--- src/rtl/core/fecp_pkg.sv ---
// Shared constants and types for the flash erase command planner.
`timescale 1ns / 1ps

package fecp_pkg;

    // Field widths
    localparam int ADDR_W   = 24;
    localparam int CHIP_W   = 22;
    localparam int CMD_W    = 8;
    localparam int STATUS_W = 2;
    localparam int SUM_W    = ADDR_W + 1;

    // Erase unit sizes in bytes
    localparam int SECTOR_BYTES     = 4096;
    localparam int HALF_BLOCK_BYTES = 32768;
    localparam int FULL_BLOCK_BYTES = 65536;

    localparam int SECTOR_SHIFT = $clog2(SECTOR_BYTES);
    localparam int HALF_SHIFT   = $clog2(HALF_BLOCK_BYTES);
    localparam int FULL_SHIFT   = $clog2(FULL_BLOCK_BYTES);

    // Longest command list for one request
    localparam int MAX_CMDS = 64;

    localparam logic [CHIP_W-1:0] CHIP_BYTES_RESET = CHIP_W'(1048576);

    // Flash opcodes
    localparam logic [CMD_W-1:0] OP_NONE   = 8'h00;
    localparam logic [CMD_W-1:0] OP_FULL   = 8'hD8;
    localparam logic [CMD_W-1:0] OP_HALF   = 8'h52;
    localparam logic [CMD_W-1:0] OP_SECTOR = 8'h20;
    localparam logic [CMD_W-1:0] OP_CHIP   = 8'hC7;

    // Result status codes
    localparam logic [STATUS_W-1:0] ST_OK    = 2'd0;
    localparam logic [STATUS_W-1:0] ST_RANGE = 2'd1;
    localparam logic [STATUS_W-1:0] ST_ALIGN = 2'd2;

    typedef enum logic
    {
        ALU_ADD = 1'b0,
        ALU_SUB = 1'b1
    } alu_op_t;

    // Request to the shared adder
    typedef struct packed
    {
        alu_op_t          op;
        logic [SUM_W-1:0] a;
        logic [SUM_W-1:0] b;
    } alu_req_t;

endpackage

--- src/rtl/core/fecp_addsub.sv ---
// Shared add and subtract unit of the erase planner sequencer.
`timescale 1ns / 1ps

module fecp_addsub (
    input  fecp_pkg::alu_req_t           req,
    output logic [fecp_pkg::SUM_W:0]     result
);
    import fecp_pkg::*;

    logic [SUM_W:0] a_ext;
    logic [SUM_W:0] b_ext;

    assign a_ext = {1'b0, req.a};
    assign b_ext = {1'b0, req.b};

    // For a subtraction the top bit is set exactly when a is below b.
    always_comb
    begin
        case (req.op)
            ALU_ADD: result = a_ext + b_ext;
            ALU_SUB: result = a_ext - b_ext;
            default: result = a_ext + b_ext;
        endcase
    end

endmodule

--- src/rtl/core/flash_erase_command_planner_core.sv ---
// Top level of the flash erase command planner: sequencer, registers and stream ports.
`timescale 1ns / 1ps

// The planner takes one erase request item (start offset and length) and answers with
// the ordered list of flash erase command items. A request that runs past the end of
// the chip, or whose offset or length is not a multiple of the sector size, gives one
// status item; a request whose length equals the chip size gives one chip-erase item;
// an empty request gives one status item with status ok. Otherwise the region is walked
// from its start, taking at each step the largest of full block, half block or sector
// that is aligned at the current address and fits in what remains; the list stops after
// MAX_CMDS commands. Sequencing: one adder is shared by every step, so an accepted
// request first goes through checking (range sum, then compare against the chip size)
// and then, for each erase command, through an address advance and then a length
// decrement, the last command needing only the first of them. A status or chip-erase
// item goes out once the checks are done. The sequencer waits in its output steps
// while the output register is not taken. The block takes a new request only when its
// sequencer is idle; the last result may still be waiting in the output register at that
// time. The chip size register is written through the configuration channel; the user
// must do so only while no request is in progress. The block itself does not enforce it.

module flash_erase_command_planner_core #(
    parameter int MAX_CMDS = fecp_pkg::MAX_CMDS
) (
    input  logic                        clk,
    input  logic                        rst_n,

    // Configuration: chip size in bytes
    input  logic                        cfg_valid,
    output logic                        cfg_ready,
    input  logic [fecp_pkg::CHIP_W-1:0] cfg_data,

    // Request items
    input  logic                        s_tvalid,
    output logic                        s_tready,
    input  logic [47:0]                 s_tdata,   // [23:0] start_offset, [47:24] erase_length

    // Command items
    output logic                        m_tvalid,
    input  logic                        m_tready,
    output logic [31:0]                 m_tdata,   // [7:0] command_byte, [31:8] target_address
    output logic [2:0]                  m_tuser,   // [0] has_command, [2:1] status
    output logic                        m_tlast    // last result of the request
);
    import fecp_pkg::*;

    localparam int CNT_W = (MAX_CMDS > 1) ? $clog2(MAX_CMDS) : 1;
    localparam logic [CNT_W-1:0] CNT_LAST = CNT_W'(MAX_CMDS - 1);

    // One-hot sequencer states
    typedef enum logic [5:0]
    {
        S_IDLE   = 6'b000001,
        S_SUM    = 6'b000010,
        S_CHECK  = 6'b000100,
        S_RESULT = 6'b001000,
        S_STEP   = 6'b010000,
        S_DEC    = 6'b100000
    } state_t;

    state_t state_reg, state_next;

    logic [CHIP_W-1:0]   chip_reg;
    logic [ADDR_W-1:0]   addr_reg, addr_next;
    logic [ADDR_W-1:0]   left_reg, left_next;
    logic [ADDR_W-1:0]   size_reg, size_next;
    logic [SUM_W-1:0]    sum_reg, sum_next;
    logic [CNT_W-1:0]    cnt_reg, cnt_next;

    // Single status or chip-erase result waiting for the output register
    logic [CMD_W-1:0]    res_cmd_reg, res_cmd_next;
    logic                res_has_reg, res_has_next;
    logic [STATUS_W-1:0] res_status_reg, res_status_next;

    // Output register
    logic                out_valid_reg, out_valid_next;
    logic [CMD_W-1:0]    out_cmd_reg, out_cmd_next;
    logic [ADDR_W-1:0]   out_addr_reg, out_addr_next;
    logic                out_has_reg, out_has_next;
    logic [STATUS_W-1:0] out_status_reg, out_status_next;
    logic                out_last_reg, out_last_next;

    alu_req_t            alu_req;
    logic [SUM_W:0]      alu_result;

    logic                slot_free;
    logic [ADDR_W-1:0]   step_size;
    logic [CMD_W-1:0]    step_cmd;
    logic                step_last;

    fecp_addsub u_addsub (
        .req    (alu_req),
        .result (alu_result)
    );

    assign cfg_ready = 1'b1;
    assign s_tready  = (state_reg == S_IDLE);
    assign slot_free = !out_valid_reg || m_tready;

    // Largest unit aligned at the current address that still fits in the remainder.
    // The offset is already sector aligned, so the sector is always the fallback.
    always_comb
    begin
        if ((addr_reg[FULL_SHIFT-1:0] == '0) && (left_reg[ADDR_W-1:FULL_SHIFT] != '0))
        begin
            step_size = ADDR_W'(FULL_BLOCK_BYTES);
            step_cmd  = OP_FULL;
        end
        else if ((addr_reg[HALF_SHIFT-1:0] == '0) && (left_reg[ADDR_W-1:HALF_SHIFT] != '0))
        begin
            step_size = ADDR_W'(HALF_BLOCK_BYTES);
            step_cmd  = OP_HALF;
        end
        else
        begin
            step_size = ADDR_W'(SECTOR_BYTES);
            step_cmd  = OP_SECTOR;
        end
    end

    // The list ends when the remainder is used up or the command limit is reached.
    assign step_last = (left_reg == step_size) || (cnt_reg == CNT_LAST);

    // Operand selection for the shared adder.
    always_comb
    begin
        alu_req.op = ALU_ADD;
        alu_req.a  = {1'b0, addr_reg};
        alu_req.b  = {1'b0, left_reg};
        case (state_reg)
            S_CHECK:
            begin
                alu_req.op = ALU_SUB;
                alu_req.a  = SUM_W'(chip_reg);
                alu_req.b  = sum_reg;
            end
            S_STEP:
            begin
                alu_req.op = ALU_ADD;
                alu_req.a  = {1'b0, addr_reg};
                alu_req.b  = {1'b0, step_size};
            end
            S_DEC:
            begin
                alu_req.op = ALU_SUB;
                alu_req.a  = {1'b0, left_reg};
                alu_req.b  = {1'b0, size_reg};
            end
            default:
            begin
                alu_req.op = ALU_ADD;
                alu_req.a  = {1'b0, addr_reg};
                alu_req.b  = {1'b0, left_reg};
            end
        endcase
    end

    always_comb
    begin
        state_next      = state_reg;
        addr_next       = addr_reg;
        left_next       = left_reg;
        size_next       = size_reg;
        sum_next        = sum_reg;
        cnt_next        = cnt_reg;
        res_cmd_next    = res_cmd_reg;
        res_has_next    = res_has_reg;
        res_status_next = res_status_reg;
        out_valid_next  = out_valid_reg && !m_tready;
        out_cmd_next    = out_cmd_reg;
        out_addr_next   = out_addr_reg;
        out_has_next    = out_has_reg;
        out_status_next = out_status_reg;
        out_last_next   = out_last_reg;

        case (state_reg)
            S_IDLE:
            begin
                if (s_tvalid)
                begin
                    addr_next  = s_tdata[ADDR_W-1:0];
                    left_next  = s_tdata[2*ADDR_W-1:ADDR_W];
                    state_next = S_SUM;
                end
            end

            S_SUM:
            begin
                sum_next   = alu_result[SUM_W-1:0];
                state_next = S_CHECK;
            end

            S_CHECK:
            begin
                // Checks in priority order: range, alignment, whole chip, empty.
                state_next      = S_RESULT;
                res_cmd_next    = OP_NONE;
                res_has_next    = 1'b0;
                res_status_next = ST_OK;
                cnt_next        = '0;
                if (alu_result[SUM_W])
                begin
                    res_status_next = ST_RANGE;
                end
                else if ((addr_reg[SECTOR_SHIFT-1:0] != '0)
                         || (left_reg[SECTOR_SHIFT-1:0] != '0))
                begin
                    res_status_next = ST_ALIGN;
                end
                else if (left_reg == ADDR_W'(chip_reg))
                begin
                    res_cmd_next = OP_CHIP;
                    res_has_next = 1'b1;
                end
                else if (left_reg != '0)
                begin
                    state_next = S_STEP;
                end
            end

            S_RESULT:
            begin
                if (slot_free)
                begin
                    out_valid_next  = 1'b1;
                    out_cmd_next    = res_cmd_reg;
                    out_addr_next   = '0;
                    out_has_next    = res_has_reg;
                    out_status_next = res_status_reg;
                    out_last_next   = 1'b1;
                    state_next      = S_IDLE;
                end
            end

            S_STEP:
            begin
                if (slot_free)
                begin
                    out_valid_next  = 1'b1;
                    out_cmd_next    = step_cmd;
                    out_addr_next   = addr_reg;
                    out_has_next    = 1'b1;
                    out_status_next = ST_OK;
                    out_last_next   = step_last;
                    addr_next       = alu_result[ADDR_W-1:0];
                    size_next       = step_size;
                    state_next      = step_last ? S_IDLE : S_DEC;
                end
            end

            S_DEC:
            begin
                left_next  = alu_result[ADDR_W-1:0];
                cnt_next   = cnt_reg + 1'b1;
                state_next = S_STEP;
            end

            default:
            begin
                state_next = S_IDLE;
            end
        endcase
    end

    // Control state
    always_ff @(posedge clk or negedge rst_n)
    begin
        if (!rst_n)
        begin
            state_reg     <= S_IDLE;
            out_valid_reg <= 1'b0;
            chip_reg      <= CHIP_BYTES_RESET;
        end
        else
        begin
            state_reg     <= state_next;
            out_valid_reg <= out_valid_next;
            if (cfg_valid && cfg_ready)
            begin
                chip_reg <= cfg_data;
            end
        end
    end

    // Working and payload registers
    always_ff @(posedge clk)
    begin
        addr_reg       <= addr_next;
        left_reg       <= left_next;
        size_reg       <= size_next;
        sum_reg        <= sum_next;
        cnt_reg        <= cnt_next;
        res_cmd_reg    <= res_cmd_next;
        res_has_reg    <= res_has_next;
        res_status_reg <= res_status_next;
        out_cmd_reg    <= out_cmd_next;
        out_addr_reg   <= out_addr_next;
        out_has_reg    <= out_has_next;
        out_status_reg <= out_status_next;
        out_last_reg   <= out_last_next;
    end

    assign m_tvalid = out_valid_reg;
    assign m_tdata  = {out_addr_reg, out_cmd_reg};
    assign m_tuser  = {out_status_reg, out_has_reg};
    assign m_tlast  = out_last_reg;

endmodule

--- config.mk ---
export PLATFORM = sky130hd
export DESIGN_NAME = flash_erase_command_planner_core
export DESIGN_NICKNAME = d
export VERILOG_FILES = /design/src/rtl/core/fecp_pkg.sv /design/src/rtl/core/fecp_addsub.sv /design/src/rtl/core/flash_erase_command_planner_core.sv
export SDC_FILE = /design/constraint.sdc
export NUM_CORES = 1
export LEC_CHECK = 0
export BUFFER_PORTS_ARGS = -buffer_cell sky130_fd_sc_hd__buf_2
export CORE_MARGIN = 1
export CORE_UTILIZATION = 58
export DETAILED_ROUTE_END_ITERATION = 10
export HOLD_SLACK_MARGIN = 0.08
export MAX_ROUTING_LAYER = met4
export PLACE_DENSITY_LB_ADDON = 0.25
export SETUP_SLACK_MARGIN = 0.4
export SYNTH_ARGS = -nofsm -noshare
export SYNTH_HDL_FRONTEND = slang
export SYNTH_SLANG_ARGS = --single-unit
--- constraint.sdc ---
create_clock -name clk -period 10 [get_ports clk]
set_input_delay 1 -clock clk [delete_from_list [all_inputs] [get_ports clk]]
set_output_delay 1 -clock clk [all_outputs]
set_load 0.05 [all_outputs]
Yosys cells after proc, flatten, opt, wreduce, memory -nomap -nowiden
Index checks and enable logic that the tools add are counted.
Widths: inputs -> output; s select.
- flip-flop bits (word level): 179
- input port bits: 75
- output and inout port bits: 39
- word-level logic and storage cells: 98
- $add $sub $neg: 3
- equality and inequality tests: 12
- mux-type cells: 40
- bitwise logic cells: 1
- reductions and logical operators: 26
- operators with widths (operator ; count):
    $pmux 51 s3 ; 1
    $mux 24 ; 6
    $pmux 24 s2 ; 3
    $pmux 26 s2 ; 1
    $pmux 6 s6 ; 1
    $mux 8 ; 4
    $add 25x25->26 ; 1
    $sub 25x25->26 ; 1
    $eq 24x22->1 ; 1
    $eq 24x24->1 ; 1
    $mux 6 ; 4
    $reduce_bool 12->1 ; 2
    $reduce_bool 24->1 ; 1
    $mux 5 ; 4
    $logic_not 16->1 ; 1
    $mux 16 ; 1
    $pmux 8 s2 ; 1
    $logic_not 15->1 ; 1
    $eq 6x6->1 const B ; 2
    $pmux 6 s2 ; 1
    $reduce_and 3->1 ; 3
    $reduce_bool 9->1 ; 1
    $reduce_bool 2->1 ; 4
    $reduce_bool 8->1 ; 1
    other kinds (18) ; 35

Depth between registers and ports, before layout
- depth in word-level cells: 9
- mapped depth: 24
- gate-level depth less buffers: 21

Cells and area by module
From an unflattened synthesis, not the netlist that was laid out.
- cells, all modules: 930
- area, all modules: 9112.5 um2
- by module, submodules not included (module ; instances ; cells each ; area an instance (um2) ; sequential area each (um2)):
    flash_erase_command_planner_core ; 1 ; 642 ; 7195.7 ; 4331.7
    fecp_addsub ; 1 ; 288 ; 1916.8 ; 0.0

Worst setup path after synthesis
No wires, ideal clock.
- path kind: register -> register
- from: reg state_reg[0]
- to: reg left_reg[19], data pin
- setup time: 0.260 ns
- data arrival time: 5.224 ns
- data required time: 9.740 ns
- slack: 4.516 ns
- cell stages (with the launch flop): 23
- path buffers: 3
- period minus slack after synthesis: 5.484 ns
- cells stage by stage: dfstp_2 > buf_2 > nor4b_1 > nand2_2 > inv_2 > clkbuf_1 > buf_1 > a22oi_1 > ha_1 > inv_1 > a221oi_2 > nand4_1 > or4b_1 > nand2_1 > xor2_1 > ha_1 > a21o_1 > a21o_1 > a21oi_1 > a21boi_1 > mux2_1 > or4_1 > mux2_2
- word-level cells in the longest chain between the ends: 5
- elaborated cells between the ends (all ways): 10
- those cells by class: add/sub: 2; eq/ne: 4; mux: 3; bitwise: 1
- RTL lines (element ; line ; RTL):
    start, declared ; flash_erase_command_planner_core.sv:60 ; state_t state_reg, state_next;
    start signal, assigned ; flash_erase_command_planner_core.sv:275 ; state_reg <= state_next;
    $eq 6x6->1 (tied with other cells) ; flash_erase_command_planner_core.sv:129 ; case (state_reg)
    $pmux 51 s3 * ; flash_erase_command_planner_core.sv:129 ;
    $sub 25x25->26 (tied with other cells) ; fecp_addsub.sv:21 ; ALU_SUB: result = a_ext - b_ext;
    $pmux 26 s2 * ; fecp_addsub.sv:19 ; case (req.op)
    net alu_result[19] ; flash_erase_command_planner_core.sv:83 ; logic [SUM_W:0] alu_result;
    $pmux 24 s2 * ; flash_erase_command_planner_core.sv:175 ; case (state_reg)
    net left_next[19] ; flash_erase_command_planner_core.sv:64 ; logic [ADDR_W-1:0] left_reg, left_next;
    end signal, assigned ; flash_erase_command_planner_core.sv:288 ; left_reg <= left_next;
    end, declared ; flash_erase_command_planner_core.sv:64 ;
Mark *: on every way through the listed nets, which the timed path passes. The rest lies on a longest branch.
A chain may end at the register's enable or synchronous reset.

Final worst setup path
- from: reg state_reg[4]
- to: reg left_reg[19], data pin
Same word-level chain as after synthesis.

==> impl_metrics.ini <==
[run_status]
status = finished clean

[clock_network]
htreeDepth = 4
cts-root-buf = clkbuf_16
ctsResizeCount = 0
numCtsBuffers = 17
clk_latency_ns = 0.43
hold_buffers = 0
post-cts-setup-buffers = 0
clk_path_buf_depth = 2
clkTransAtPathRegs_ns = 0.06
cts_tree = yes
numClockSinks = 149

[global_route]
grtUsageTotal_pct = 32.2
grt_pass1_wl_um = 36900
grt_max_degree = 51
grt_pass1_vias = 6839
antenna_found_initial = 0
grt.overflow.total = 0

[pwr]
p_per_area_nw_per_um2 = 264
peakVddDrop_v = 0.000151
p_int_mw = 1.64
switchingPower_mw = 1.01
p_leak_nw = 4.26
power_frac_comb_pct = 39.1
clkPwrFrac_pct = 25.5
fin_total_pwr_mw = 2.66
sw_frac_of_total_pct = 38.1
pwr-share-seq_pct = 35.4

[timing]
min_period_over_period_pct = 58.1
setup-tns-final_ns = 0
finalSetupViolCount = 0
min_period_ns = 5.81
finalHoldViolCount = 0
grt_setup_unrepaired = no
clock_skew_ns = 0.0103
slew_violations = 0
max_clock_freq_mhz = 172
relSlewSlack_pct = 31.6
tightest_slew_ns = 1.02

[logic_synthesis]
dominantRegCellSynth = edfxtp_1
synthTopCellsByCount = 163 x nand2_1, 120 x edfxtp_1, 50 x nor2_1
synth.top_cells.by_area = edfxtp_1 41%, dfrtp_1 7.7%, nand2_1 7.0%, mux2_2 4.9%, ha_1 3.7%
synth_area_um2 = 8740
ys_warn_count = 0
synth.most_common_cell = nand2_1
yosysTopAreaCellShare_pct = 41.2
seq_area_frac_synth_pct = 49.6
yosysUniqueCellTypes = 75
syn_avg_cell_area_um2 = 10.2
synth_edf_count = 120
yosysTopAreaCell = edfxtp_1
synthArstFlopShare_pct = 19.5
synth_seq_cells = 149
synthCells = 859
syn_nets = 961

[die]
pin_count = 114
core_area_um2 = 14600
rows = 44
initial_core_util_pct = 59.9
die_height_um = 125
dieArea_um2 = 15600
dieWidth_um = 125

[critical_path]
slowest_stage = or4b_1
worst-endpoint-required_ns = 10.17
crit_type = reg -> reg
max_stage_delay_ns = 0.67
worstPathCellList = xor2_1 > o211ai_1 > buf_4 > a22oi_1 > ha_1 > inv_1 > a221oi_2 > nand4_1 > or4b_1 > nand2_1 > xor2_1 > ha_1 > a21o_1 > a21o_1 > a21oi_1 > a21boi_1 > mux2_1 > or4_1 > mux2_2
arrival_ns = 5.98
cp_top_family = simple AND/OR/NAND/NOR gates
endpoint_kind = register
r2r_cells = 19
worstPathMaxFanout = 32
r2r_start = state_reg[4]
r2r-end = left_reg[19]
cp-start-kind = register
r2r_setup_slack_ns = 4.19
critical_path_buf_inv_count = 2

[worst_hold_path]
hold_end = out_status_reg[1]
hold_path.class = reg -> reg
hp-start = res_status_reg[1]
hold_depth = 1

[placement]
gp_congestion = 0.927
dpl.hpwl_um = 16200
dpl-instance-area_um2 = 9440
portBuffers = 112

[drt]
vias = 7102
drt_pass1_iterations = 5
vias_per_cell = 6.15
ant_nets = 0
post_drt_wl_per_cell_um = 20.2
wl_um = 23300
drc = 0
dr.first_iter.drc_count = 792

[cells_and_area]
fin_area_um2 = 10100
largest_register_ffs = 25
layout-drive-gt1-share_pct = 22.2
area_growth_pct = 15.2
insertedDiodeCount = 0
nets = 1059
final_util_pct = 69.0

[flow_run]
maxCapViolations = 0
cell usage in the layout, fill, tap and decap left out, types with 6 or more instances in the layout:
cell type  instances
nor2_1            48
a22oi_1           30
inv_1             21
and2_1            29
nand4_1            7
dfrtp_1           27
clkbuf_16         17
o21a_1             7
nand2b_1          10
buf_2            112
a31oi_1            7
nor2b_1            7
edfxtp_1         120
or4_1              6
xor2_1            28
buf_4             10
a22o_1             6
a21oi_1           25
nand2_1          163
nand3_1           17
xnor2_1           32
nor4_1            10
nor3_1            17
and3_1             8
o211ai_1           8
ha_1              26
mux2_2            38
o21ai_0           41
power groups by stage:
stage | Sequential [mW] | Clock (mW) | Combinational [mW]
after floorplan | 0.899 | 0 | 0.769
after global placement | 0.944 | 0 | 1.00
after detailed placement | 0.945 | 0 | 1.01
after CTS | 0.934 | 0.679 | 1.03
after global routing | 0.948 | 0.705 | 1.14
final | 0.939 | 0.678 | 1.04
kinds of logic (layout without fill, tap and decap cells):
kind of cell    Yosys count  after routing  synth area share [%]
other cells               1              1                0.0429
xor+xnor                 60             60                  6.02
buf+inv                  67            178                  3.24
simple gates            349            349                  19.2
mux                      39             39                  5.03
fa+ha+maj                27             27                  3.95
compound gates          167            167                  13.0
flops                   149            149                  49.6
final cells by class:
| class | instances | area (um2) |
|---|---|---|
| Clock buffer | 22 | 464 |
| Clock inverter | 10 | 155 |
| Fill cell | 1142 | 4530 |
| Inverter | 24 | 90.1 |
| Multi-Input combinational cell | 643 | 4150 |
| Sequential cell | 149 | 4330 |
| Tap cell | 184 | 230 |
| Timing Repair Buffer | 122 | 636 |
how the worst max path moves through the flow:
stage          slack, ns                end  cells after the start    startpoint
3_5_place_dp        4.30       addr_reg[19]                     19  state_reg[4]
3_3_place_gp        4.49       addr_reg[19]                     19  state_reg[4]
4_1_cts             4.27       addr_reg[19]                     19  state_reg[4]
6_report            4.19       left_reg[19]                     19  state_reg[4]
2_1_floorplan       4.52       left_reg[19]                     22  state_reg[0]
5_1_grt             3.88  res_status_reg[0]                     21  state_reg[4]
per-layer routing:
metal,vias up,part of all wire (%),GRT usage (%)
met1,3402,44,43.9
met4,0,2.1,11.2
met2,351,45,47.8
met5,-,0,-
li1,3307,-,-
met3,42,8.5,6.96
through the flow:
| step | hold WS (ns) | worst slack [ns] | cells |
|---|---|---|---|
| 3_3_place_gp | 0.508 | 4.49 | 1122 |
| 3_5_place_dp | 0.518 | 4.30 | 1122 |
| 5_1_grt | 0.551 | 3.88 | 1154 |
| 4_1_cts | 0.531 | 4.27 | 1154 |
| 2_1_floorplan | 0.497 | 4.52 | 859 |
| 6_report | 0.524 | 4.19 | 1154 |
No activity file was read; power rests on OpenSTA's default activity.
